`src/mch_pkg.sv`:
```
`timescale 1ns / 1ps
`default_nettype none

package mch_pkg;

	// CORDIC depth: default and the table length that bounds it
	localparam int unsigned ANGLE_ITER_DEFAULT = 16;
	localparam int unsigned ANGLE_ITER_MAX     = 24;

	localparam int unsigned RAW_W     = 16;
	localparam int unsigned OFF_W     = 17;
	localparam int unsigned SCALE_W   = 16;
	localparam int unsigned DIFF_W    = 18;
	localparam int unsigned PROD_W    = 34;
	localparam int unsigned VEC_W     = 53;
	localparam int unsigned ANG_W     = 32;
	localparam int unsigned HEAD_W    = 15;
	localparam int unsigned FRAC_BITS = 15;
	localparam int unsigned ANGLE_FRAC = 16;
	localparam int unsigned HEAD_WIDE_W = ANG_W - ANGLE_FRAC;

	localparam int unsigned CFG_IDX_W  = 3;
	localparam int unsigned CFG_DATA_W = 17;

	// register indexes
	localparam logic [CFG_IDX_W-1:0] REG_OFFSET_X = 3'd0;
	localparam logic [CFG_IDX_W-1:0] REG_OFFSET_Y = 3'd1;
	localparam logic [CFG_IDX_W-1:0] REG_OFFSET_Z = 3'd2;
	localparam logic [CFG_IDX_W-1:0] REG_SCALE_X  = 3'd3;
	localparam logic [CFG_IDX_W-1:0] REG_SCALE_Y  = 3'd4;
	localparam logic [CFG_IDX_W-1:0] REG_SCALE_Z  = 3'd5;

	localparam logic signed [OFF_W-1:0] OFFSET_X_RESET = -17'sd2120;
	localparam logic signed [OFF_W-1:0] OFFSET_Y_RESET = 17'sd401;
	localparam logic signed [OFF_W-1:0] OFFSET_Z_RESET = 17'sd3837;
	localparam logic [SCALE_W-1:0]      SCALE_X_RESET  = 16'd18956;
	localparam logic [SCALE_W-1:0]      SCALE_Y_RESET  = 16'd18292;
	localparam logic [SCALE_W-1:0]      SCALE_Z_RESET  = 16'd13213;

	// angles in units of 2^-22 degree
	localparam logic signed [ANG_W-1:0] HALF_TURN = 32'sd754974720;
	localparam logic signed [ANG_W-1:0] FULL_TURN = 32'sd1509949440;
	localparam logic [HEAD_WIDE_W-1:0]  HEADING_FULL = 16'd23040;

	typedef struct packed {
		logic signed [OFF_W-1:0] off_x;
		logic signed [OFF_W-1:0] off_y;
		logic signed [OFF_W-1:0] off_z;
		logic [SCALE_W-1:0]      scale_x;
		logic [SCALE_W-1:0]      scale_y;
		logic [SCALE_W-1:0]      scale_z;
	} cfg_t;

	// vector under rotation plus the calibrated axes riding alongside
	typedef struct packed {
		logic signed [VEC_W-1:0] x;
		logic signed [VEC_W-1:0] y;
		logic signed [ANG_W-1:0] z;
		logic                    zero;
		logic signed [RAW_W-1:0] cal_x;
		logic signed [RAW_W-1:0] cal_y;
		logic signed [RAW_W-1:0] cal_z;
	} vec_t;

	// atan(2^-idx), 2^-22 degree units
	function automatic logic signed [ANG_W-1:0] atan_angle(input int unsigned idx);
		logic signed [ANG_W-1:0] a;
		unique case (idx)
			0:  a = 32'sd188743680;
			1:  a = 32'sd111421900;
			2:  a = 32'sd58872272;
			3:  a = 32'sd29884485;
			4:  a = 32'sd15000234;
			5:  a = 32'sd7507429;
			6:  a = 32'sd3754631;
			7:  a = 32'sd1877430;
			8:  a = 32'sd938729;
			9:  a = 32'sd469366;
			10: a = 32'sd234683;
			11: a = 32'sd117342;
			12: a = 32'sd58671;
			13: a = 32'sd29335;
			14: a = 32'sd14668;
			15: a = 32'sd7334;
			16: a = 32'sd3667;
			17: a = 32'sd1833;
			18: a = 32'sd917;
			19: a = 32'sd458;
			20: a = 32'sd229;
			21: a = 32'sd115;
			22: a = 32'sd57;
			23: a = 32'sd29;
			default: a = '0;
		endcase
		return a;
	endfunction

endpackage

`default_nettype wire

```
`src/mch_cfg_regs.sv`:
```
`timescale 1ns / 1ps
`default_nettype none

module mch_cfg_regs import mch_pkg::*; (
	input  wire logic                  clk,
	input  wire logic                  arst_n,
	input  wire logic                  cfg_valid,
	output logic                       cfg_ready,
	input  wire logic [CFG_IDX_W-1:0]  cfg_index,
	input  wire logic [CFG_DATA_W-1:0] cfg_data,
	output cfg_t                       cfg
);

	cfg_t cfg_q;

	assign cfg_ready = 1'b1;
	assign cfg      = cfg_q;

	// unknown indexes drop the write
	always_ff @(posedge clk or negedge arst_n) begin
		if (!arst_n) begin
			cfg_q.off_x   <= OFFSET_X_RESET;
			cfg_q.off_y   <= OFFSET_Y_RESET;
			cfg_q.off_z   <= OFFSET_Z_RESET;
			cfg_q.scale_x <= SCALE_X_RESET;
			cfg_q.scale_y <= SCALE_Y_RESET;
			cfg_q.scale_z <= SCALE_Z_RESET;
		end else if (cfg_valid) begin
			unique case (cfg_index)
				REG_OFFSET_X: cfg_q.off_x   <= cfg_data;
				REG_OFFSET_Y: cfg_q.off_y   <= cfg_data;
				REG_OFFSET_Z: cfg_q.off_z   <= cfg_data;
				REG_SCALE_X:  cfg_q.scale_x <= cfg_data[SCALE_W-1:0];
				REG_SCALE_Y:  cfg_q.scale_y <= cfg_data[SCALE_W-1:0];
				REG_SCALE_Z:  cfg_q.scale_z <= cfg_data[SCALE_W-1:0];
				default: begin
				end
			endcase
		end
	end

endmodule

`default_nettype wire

```
`config.mk`:
```
export PLATFORM = sky130hd
export DESIGN_NAME = mch_cfg_regs
export DESIGN_NICKNAME = d
export VERILOG_FILES = /design/src/mch_pkg.sv /design/src/mch_cfg_regs.sv
export SDC_FILE = /design/constraint.sdc
export NUM_CORES = 1
export LEC_CHECK = 0
export BUFFER_PORTS_ARGS = -buffer_cell sky130_fd_sc_hd__buf_2
export CORE_ASPECT_RATIO = 0.7
export CORE_MARGIN = 2
export CORE_UTILIZATION = 54
export DETAILED_ROUTE_END_ITERATION = 16
export PLACE_DENSITY = 0.83
export SLEW_MARGIN = 20
export SYNTH_ARGS = -nofsm -noshare
export SYNTH_HDL_FRONTEND = slang
export SYNTH_SLANG_ARGS = --single-unit
```
`constraint.sdc`:
```
create_clock -name clk -period 1.3 [get_ports clk]
set_clock_uncertainty 0.15 [all_clocks]
set_input_delay 0.13 -clock clk [delete_from_list [all_inputs] [get_ports clk]]
set_output_delay 0.13 -clock clk [all_outputs]
set_load 0.02 [all_outputs]
```
### Word level (Yosys, flattened, before mapping)

Cells that the tools add are included.
Widths: inputs -> output; s select.

| storage, ports and cells | value |
|---|---|
| register bits after elaboration | 99 |
| bits of input ports | 23 |
| word-level logic and storage cells | 18 |

| operators by class | value |
|---|---|
| eq/ne operators | 5 |
| reduce and logical (&&, ||, !) cells | 7 |

Operators by type and width:

| cell | number |
|---|---|
| $reduce_and 2->1 | 6 |
| $eq 3x2->1 const B | 2 |
| $eq 3x3->1 const B | 2 |
| $eq 3x1->1 const B | 1 |
| $logic_not 3->1 | 1 |

### Depth between registers and ports, before layout

Gate-level depths: netlist of the first run.

| logic depth | value |
|---|---|
| depth after elaboration | 2 |
| gate-level depth with buffers | 5 |
| mapped depth without buffers | 2 |

### Worst setup path before layout of the first run

OpenSTA, ideal clock, no wires.

| timing path | value |
|---|---|
| kind | input to register |
| start point | input cfg_index[0] |
| end point | register cfg_q, in the netlist cfg[82] |
| arrival time | 1.234 ns |
| data required time | 1.025 ns |
| slack | -0.209 ns |
| cell stages on the path | 4 |
| path buffers | 2 |
| cell sequence | buf_6 nor4b_4 buf_8 mux2_4 |

| on the way | value |
|---|---|
| word-level cells in the longest chain between the ends | 2 |

RTL lines:

| item | line | text |
|---|---|---|
| start: declaration | mch_cfg_regs.sv:9 | `input wire logic [CFG_IDX_W-1:0] cfg_index,` |
| $logic_not 3->1 | mch_cfg_regs.sv:29 | `unique case (cfg_index)` |
| $reduce_and 2->1 (no source line) | -- |  |
| end: declaration | mch_cfg_regs.sv:14 | `cfg_t cfg_q;` |

Every way passes these cells.
A chain may end at the register's enable or synchronous reset.

### Final worst setup path of the first run

| timing path | value |
|---|---|
| start point | register cfg_q, in the netlist cfg[97] |
| end point | output cfg[97] in the netlist's numbering |

RTL lines:

| item | line | text |
|---|---|---|
| end: declaration | mch_cfg_regs.sv:11 | `output cfg_t cfg` |

No word-level cell between the ends.

==> results.md, run 1 <==
* Status: finished with violations
* Failing checks: negative setup slack
* H-tree Lvls at 3
* Fillcell total at between 300 and 400
* Antenna viol nets, final at 0
* Post-Syn Instances at 216
* PwrDens at between 1500 and 2000 nW/µm²
* Post-Synth Simple-Gate Area at 0.0235
* Syn_area_per_cell at 18.0 µm²
* Max-Cap Viols at 0
* Seq/Total Area, Yosys at 0.652
* Critical path type: reg -> out
* Pleak at 2.58 nW
* Post-DP Area at 4800 µm²
* Hold Slack at 155 ps
* Largest family of logic cells by synthesized area: multiplexers
* Clock latency on the worst-skew pair at between 300 and 400 ps
* Commonest non-fill, non-tap cell in the layout: buf_2
* Most frequent cells in the layout: buf_2, mux2_2, dfrtp_1
* Die height at 75.0 µm
* Pin count of the biggest net entering global routing at just under 80
* Crit-path cells: buf_6
* Unrepaired setup endpoints after global routing: yes
* GRT overflow at 0
* Worst EP required at 1020 ps
* CTS tree: yes
* Fin. Hold Viols at 0
* GRT Total Usage at 0.245
* First-pass GRT wire length at 14,400 µm
* Routed wire length at 8920 µm
* Mapped Area at 3890 µm²
* Initial antenna violation count at 0
* Adder-cell area share of the yosys netlist at 0
* Drt pass-1 iters at 4
* Setup TNS at -159 ps
* Synthesized Nets at 239
* Starting density of the core at 0.568
* # DRC at 0
* Max-slew violations at 0
* TritonCTS Buffers at 9
* Final min period at between 1000 and 1500 ps
* Maximum VDD drop at 0.984 mV
* Final Wtd Congestion at 0.726
* Share of Yosys cell area claimed by the top area cell type at 0.328
* Synthesized flop and latch total at 99
* Final Net Count at 403
* Crit path buffers/inverters at 1
* Number of distinct library cells after synthesis at 13
* Slowest Stage Delay on Critical Path at 560 ps
* Crit-path max FO at 2
* Synth area leaders: dfrtp_1, dfstp_2, mux2_2
* Max Root-Sink Buffers at 2
* Post-layout util at 0.813
* Post-Synth XOR/XNOR Area at 0
* Final instance area at between 5000 and 6000 µm²
* Number of cell rows at 25
* Vias per cell at 5.13
* Clock transition at the registers of the reported paths at 90 ps
* Ports at around 120
* Clock sinks at 99
* Input/output buffers at 121
* Max Freq at 761 MHz
* Area growth, synth to finish at 43.2%
* Vias at 2,458
* Max FFs per register at 99
* DP HPWL at approximately 5900 µm
* Die W at about 110 µm
* WL per Instance at around 19 µm
* Core Region at 6850 µm²
* Yosys warning total at 0
* Die ar. at 7910 µm²
* Mux cell area share after synthesis at 0.296
* Synth area leader: dfrtp_1
* Final setup margin at -14.4 ps
* Critical Path End Type: output pin
* Worst path arrival time at 1030 ps
* Compound-Gate Fraction of Synth Area at 0
* Final period util at 1.01
* # diodes at 0
* First-iteration detailed-routing DRC count at 90
* Root Buffer Master: clkbuf_8
* Final setup viols at 23
* Min-Delay Path Class: in -> async
* Setup slack at placement at -154 ps
* Final Non-Filler Cells at 479
* DP Cell Count at about 430
* Startpoint types: flop
* Slowest cell on crit path: dfstp_2
* Layout cells sized above 1 at 0.810
* Total Power at around 9.8 mW
* Critical path's top delay family: flip-flops
* Vias in the first global route at 2,615
power breakdown:
group	total (mW)	internal (mW)	switching (mW)
Sequential	4.47	4.01	0.463
Combinational	3.22	1.66	1.56
Clock	2.07	1.08	0.988
layout make-up:
type	count	area (µm²)	area share
clock inverters	5	77.6	0.0139
repair buffers	164	1390	0.249
clock buffers	11	131	0.0236
flip-flops and latches	99	2540	0.455
multi-input cells	106	1320	0.237
well taps	94	118	0.0211
cell families (layout without fill, tap and decap cells):
kind of cell	count (synthesis)	count (layout)
simple gates	6	6
other cells	1	1
flops	99	99
buf+inv	11	180
mux	99	99
worst register-to-register path: stages, from the launching register on:
cell	delay (ps)
dfstp_2	560
buf_4	110
mux2_4	130
synth_stat cells, drive strengths merged:
cell    number
mux2        99
dfstp       48
and4bb       3
dfrtp       51
nand4b       2
conb         1
buf         11
nor4b        1
repair_timing:
action	CTS	global route
setup buffers	9	2
resized for setup	96	0
endpoints found under the hold margin	198	0
hold buffers	18	0
setup endpoints to repair	48	48
gates cloned	0	0
final timing paths:
| kind | startpoint | end | slack [ps] | cells after the start |
|---|---|---|---|---|
| worst max register to register | cfg[57] | cfg[57] | 300 | 2 |
| min in group clk | cfg_index[2] | cfg[96] | 240 | 4 |
| worst min-delay path | arst_n | cfg[36] | 150 | 3 |
| worst min register to register | cfg[32] | cfg[32] | 360 | 1 |
| worst max-delay path | cfg[97] | cfg[97] | -10 | 1 |
| max in group asynchronous | arst_n | cfg[34] | 440 | 3 |
layer usage:
metal	global-route usage	vias up	wire (µm)
li1	-	1096	-
met1	0.327	1258	3910
met2	0.397	94	4360
met3	0.0866	10	569
met4	0.0504	0	80
met5	0	-	0
Power figures use the tool's default switching activity.
==> inputs of run 2 (changes only) <==
--- a/config.mk
+++ b/config.mk
@@ -8,9 +8,10 @@
 export BUFFER_PORTS_ARGS = -buffer_cell sky130_fd_sc_hd__buf_2
 export CORE_ASPECT_RATIO = 0.7
 export CORE_MARGIN = 2
-export CORE_UTILIZATION = 54
+export CORE_UTILIZATION = 57
+export CTS_BUF_LIST = sky130_fd_sc_hd__clkbuf_8
 export DETAILED_ROUTE_END_ITERATION = 16
-export PLACE_DENSITY = 0.83
+export PLACE_DENSITY = 0.87
 export SLEW_MARGIN = 20
 export SYNTH_ARGS = -nofsm -noshare
 export SYNTH_HDL_FRONTEND = slang
==> run 2 against run 1 <==
Critical endpoint is now cfg[90]. Register-to-register slack worse by 110 ps. Sequential cell count unchanged. The flow still finishes with violations (negative setup slack). Sequential share of layout area down 1.1 points. Fmax down 1.0%. Non-clock buffer count up 9.
==> results.md, run 2 (synthesis gave the netlist of run 1 again) <==
* Ports at 123 (unchanged)
* Initial antenna violation count at 0 (unchanged)
* Critical Path End Type: output pin (unchanged)
* Hold Slack at 65.5 ps (was 155 ps)
* Final Non-Filler Cells at 488 (was 479)
* Vias at 2,511 (was 2,458)
* Pin count of the biggest net entering global routing at 25 (was 79)
* Die ar. at 7510 µm² (was 7910 µm²)
* First-pass GRT wire length at 15,000 µm (was 14,400 µm)
* Max-slew violations at 0 (unchanged)
* Final Net Count at 412 (was 403)
* H-tree Lvls at 3 (unchanged)
* Pleak at 2.65 nW (was 2.58 nW)
* Min-Delay Path Class: in -> async (unchanged)
* Status: finished with violations (unchanged)
* Final instance area at 5710 µm² (was 5570 µm²)
* Clock transition at the registers of the reported paths at 90 ps (about the same)
* Routed wire length at 9730 µm (was 8920 µm)
* Most frequent cells in the layout: buf_2, mux2_2, dfrtp_1 (unchanged)
* First-iteration detailed-routing DRC count at 83 (was 90)
* Setup TNS at -402 ps (was -159 ps)
* GRT overflow at 0 (unchanged)
* Die height at 73.1 µm (was 75.0 µm)
* Commonest non-fill, non-tap cell in the layout: buf_2 (unchanged)
* Unrepaired setup endpoints after global routing: yes (unchanged)
* Vias per cell at 5.15 (was 5.13)
* Failing checks: negative setup slack (unchanged)
* # DRC at 0 (unchanged)
* Slowest cell on crit path: dfstp_2 (unchanged)
* Crit-path max FO at 2 (unchanged)
* # diodes at 0 (unchanged)
* Maximum VDD drop at 1.05 mV (was 0.984 mV)
* Max-Cap Viols at 0 (unchanged)
* Final setup margin at -28.2 ps (was -14.4 ps)
* GRT Total Usage at 0.274 (was 0.245)
* Multi-input gate area at 1320 µm² (unchanged)
* Drt pass-1 iters at 4 (unchanged)
* Crit path depth at 1 (unchanged)
* Critical path type: reg -> out (unchanged)
* Worst path arrival time at 1050 ps (was 1030 ps)
* Max FFs per register at 99 (unchanged)
* Max Root-Sink Buffers at 2 (unchanged)
* Final period util at 1.02 (was 1.01)
* CTS tree: yes (unchanged)
* Post-DP Area at 4860 µm² (was 4800 µm²)
* Total Power at 10.3 mW (was 9.75 mW)
* DP Cell Count at 441 (was 434)
* Area growth, synth to finish at 46.8% (was 43.2%)
* TritonCTS Buffers at 9 (unchanged)
* Critical path's top delay family: flip-flops (unchanged)
* Max Freq at 753 MHz (was 761 MHz)
* Post-layout util at 0.853 (was 0.813)
* Worst R2R Path Depth at 3 (was 2)
* Worst EP required at 1020 ps (about the same)
* Input/output buffers at 121 (unchanged)
* PwrDens at 1810 nW/µm² (was 1750 nW/µm²)
* Fin. Hold Viols at 0 (unchanged)
* Sequential Area at 2540 µm² (unchanged)
* Setup slack at placement at -166 ps (was -154 ps)
* Clock latency on the worst-skew pair at 360 ps (was 350 ps)
* Vias in the first global route at 2,704 (was 2,615)
* DP HPWL at 6240 µm (was 5940 µm)
* Fillcell total at 325 (was 365)
* Final setup viols at 42 (was 23)
* Final min period at 1330 ps (was 1310 ps)
* Clock sinks at 99 (unchanged)
* Core Region at 6690 µm² (was 6850 µm²)
* Starting density of the core at 0.581 (was 0.568)
* Slowest Stage Delay on Critical Path at 570 ps (was 560 ps)
* Root Buffer Master: clkbuf_8 (unchanged)
* Die W at 103 µm (was 105 µm)
* Crit-path cells: buf_6 (unchanged)
* Final Wtd Congestion at 0.732 (was 0.726)
* Antenna viol nets, final at 0 (unchanged)
* WL per Instance at 19.9 µm (was 18.6 µm)
* Number of cell rows at 25 (unchanged)
* Layout cells sized above 1 at 0.820 (was 0.810)
* Startpoint types: flop (unchanged)
* Crit path buffers/inverters at 1 (unchanged)
-- run 2: final cells by class --
| class | count | area share |
|---|---|---|
| multi-input cells | 106 | 0.231 |
| well taps | 94 | 0.0206 |
| clock inverters | 7 | 0.0254 |
| repair buffers | 173 | 0.257 |
| flip-flops and latches | 99 | 0.444 |
| clock buffers | 9 | 0.0217 |
-- run 2: timing repair --
| action | CTS | global route |
|---|---|---|
| hold buffers | 18 | 0 |
| resized for setup | 96 | 0 |
| endpoints found under the hold margin | 161 | 0 |
| endpoints found under the setup margin | 48 | 48 |
| buffers inserted | 10 | 3 |
| gates cloned | 0 | 0 |
-- run 2: final timing paths --
check	from	to	slack, ps
setup / recovery	cfg[90]	cfg[90]	-30
hold / removal	arst_n	cfg[68]	70
setup reg to reg	cfg[59]	cfg[59]	190
hold reg to reg	cfg[11]	cfg[11]	360
max in group asynchronous	arst_n	cfg[73]	400
min in group clk	cfg_index[0]	cfg[85]	190
-- run 2: per-layer routing --
layer	wire [µm]	GRT usage
met1	4000	0.346
met2	5110	0.467
met3	427	0.0661
met4	185	0.0936
met5	0	0
-- run 2: power breakdown --
part / switching [mW] / internal, mW / total, mW
sequential: 0.457 / 4.01 / 4.46
clock: 1.08 / 1.49 / 2.56
combinational: 1.60 / 1.69 / 3.30
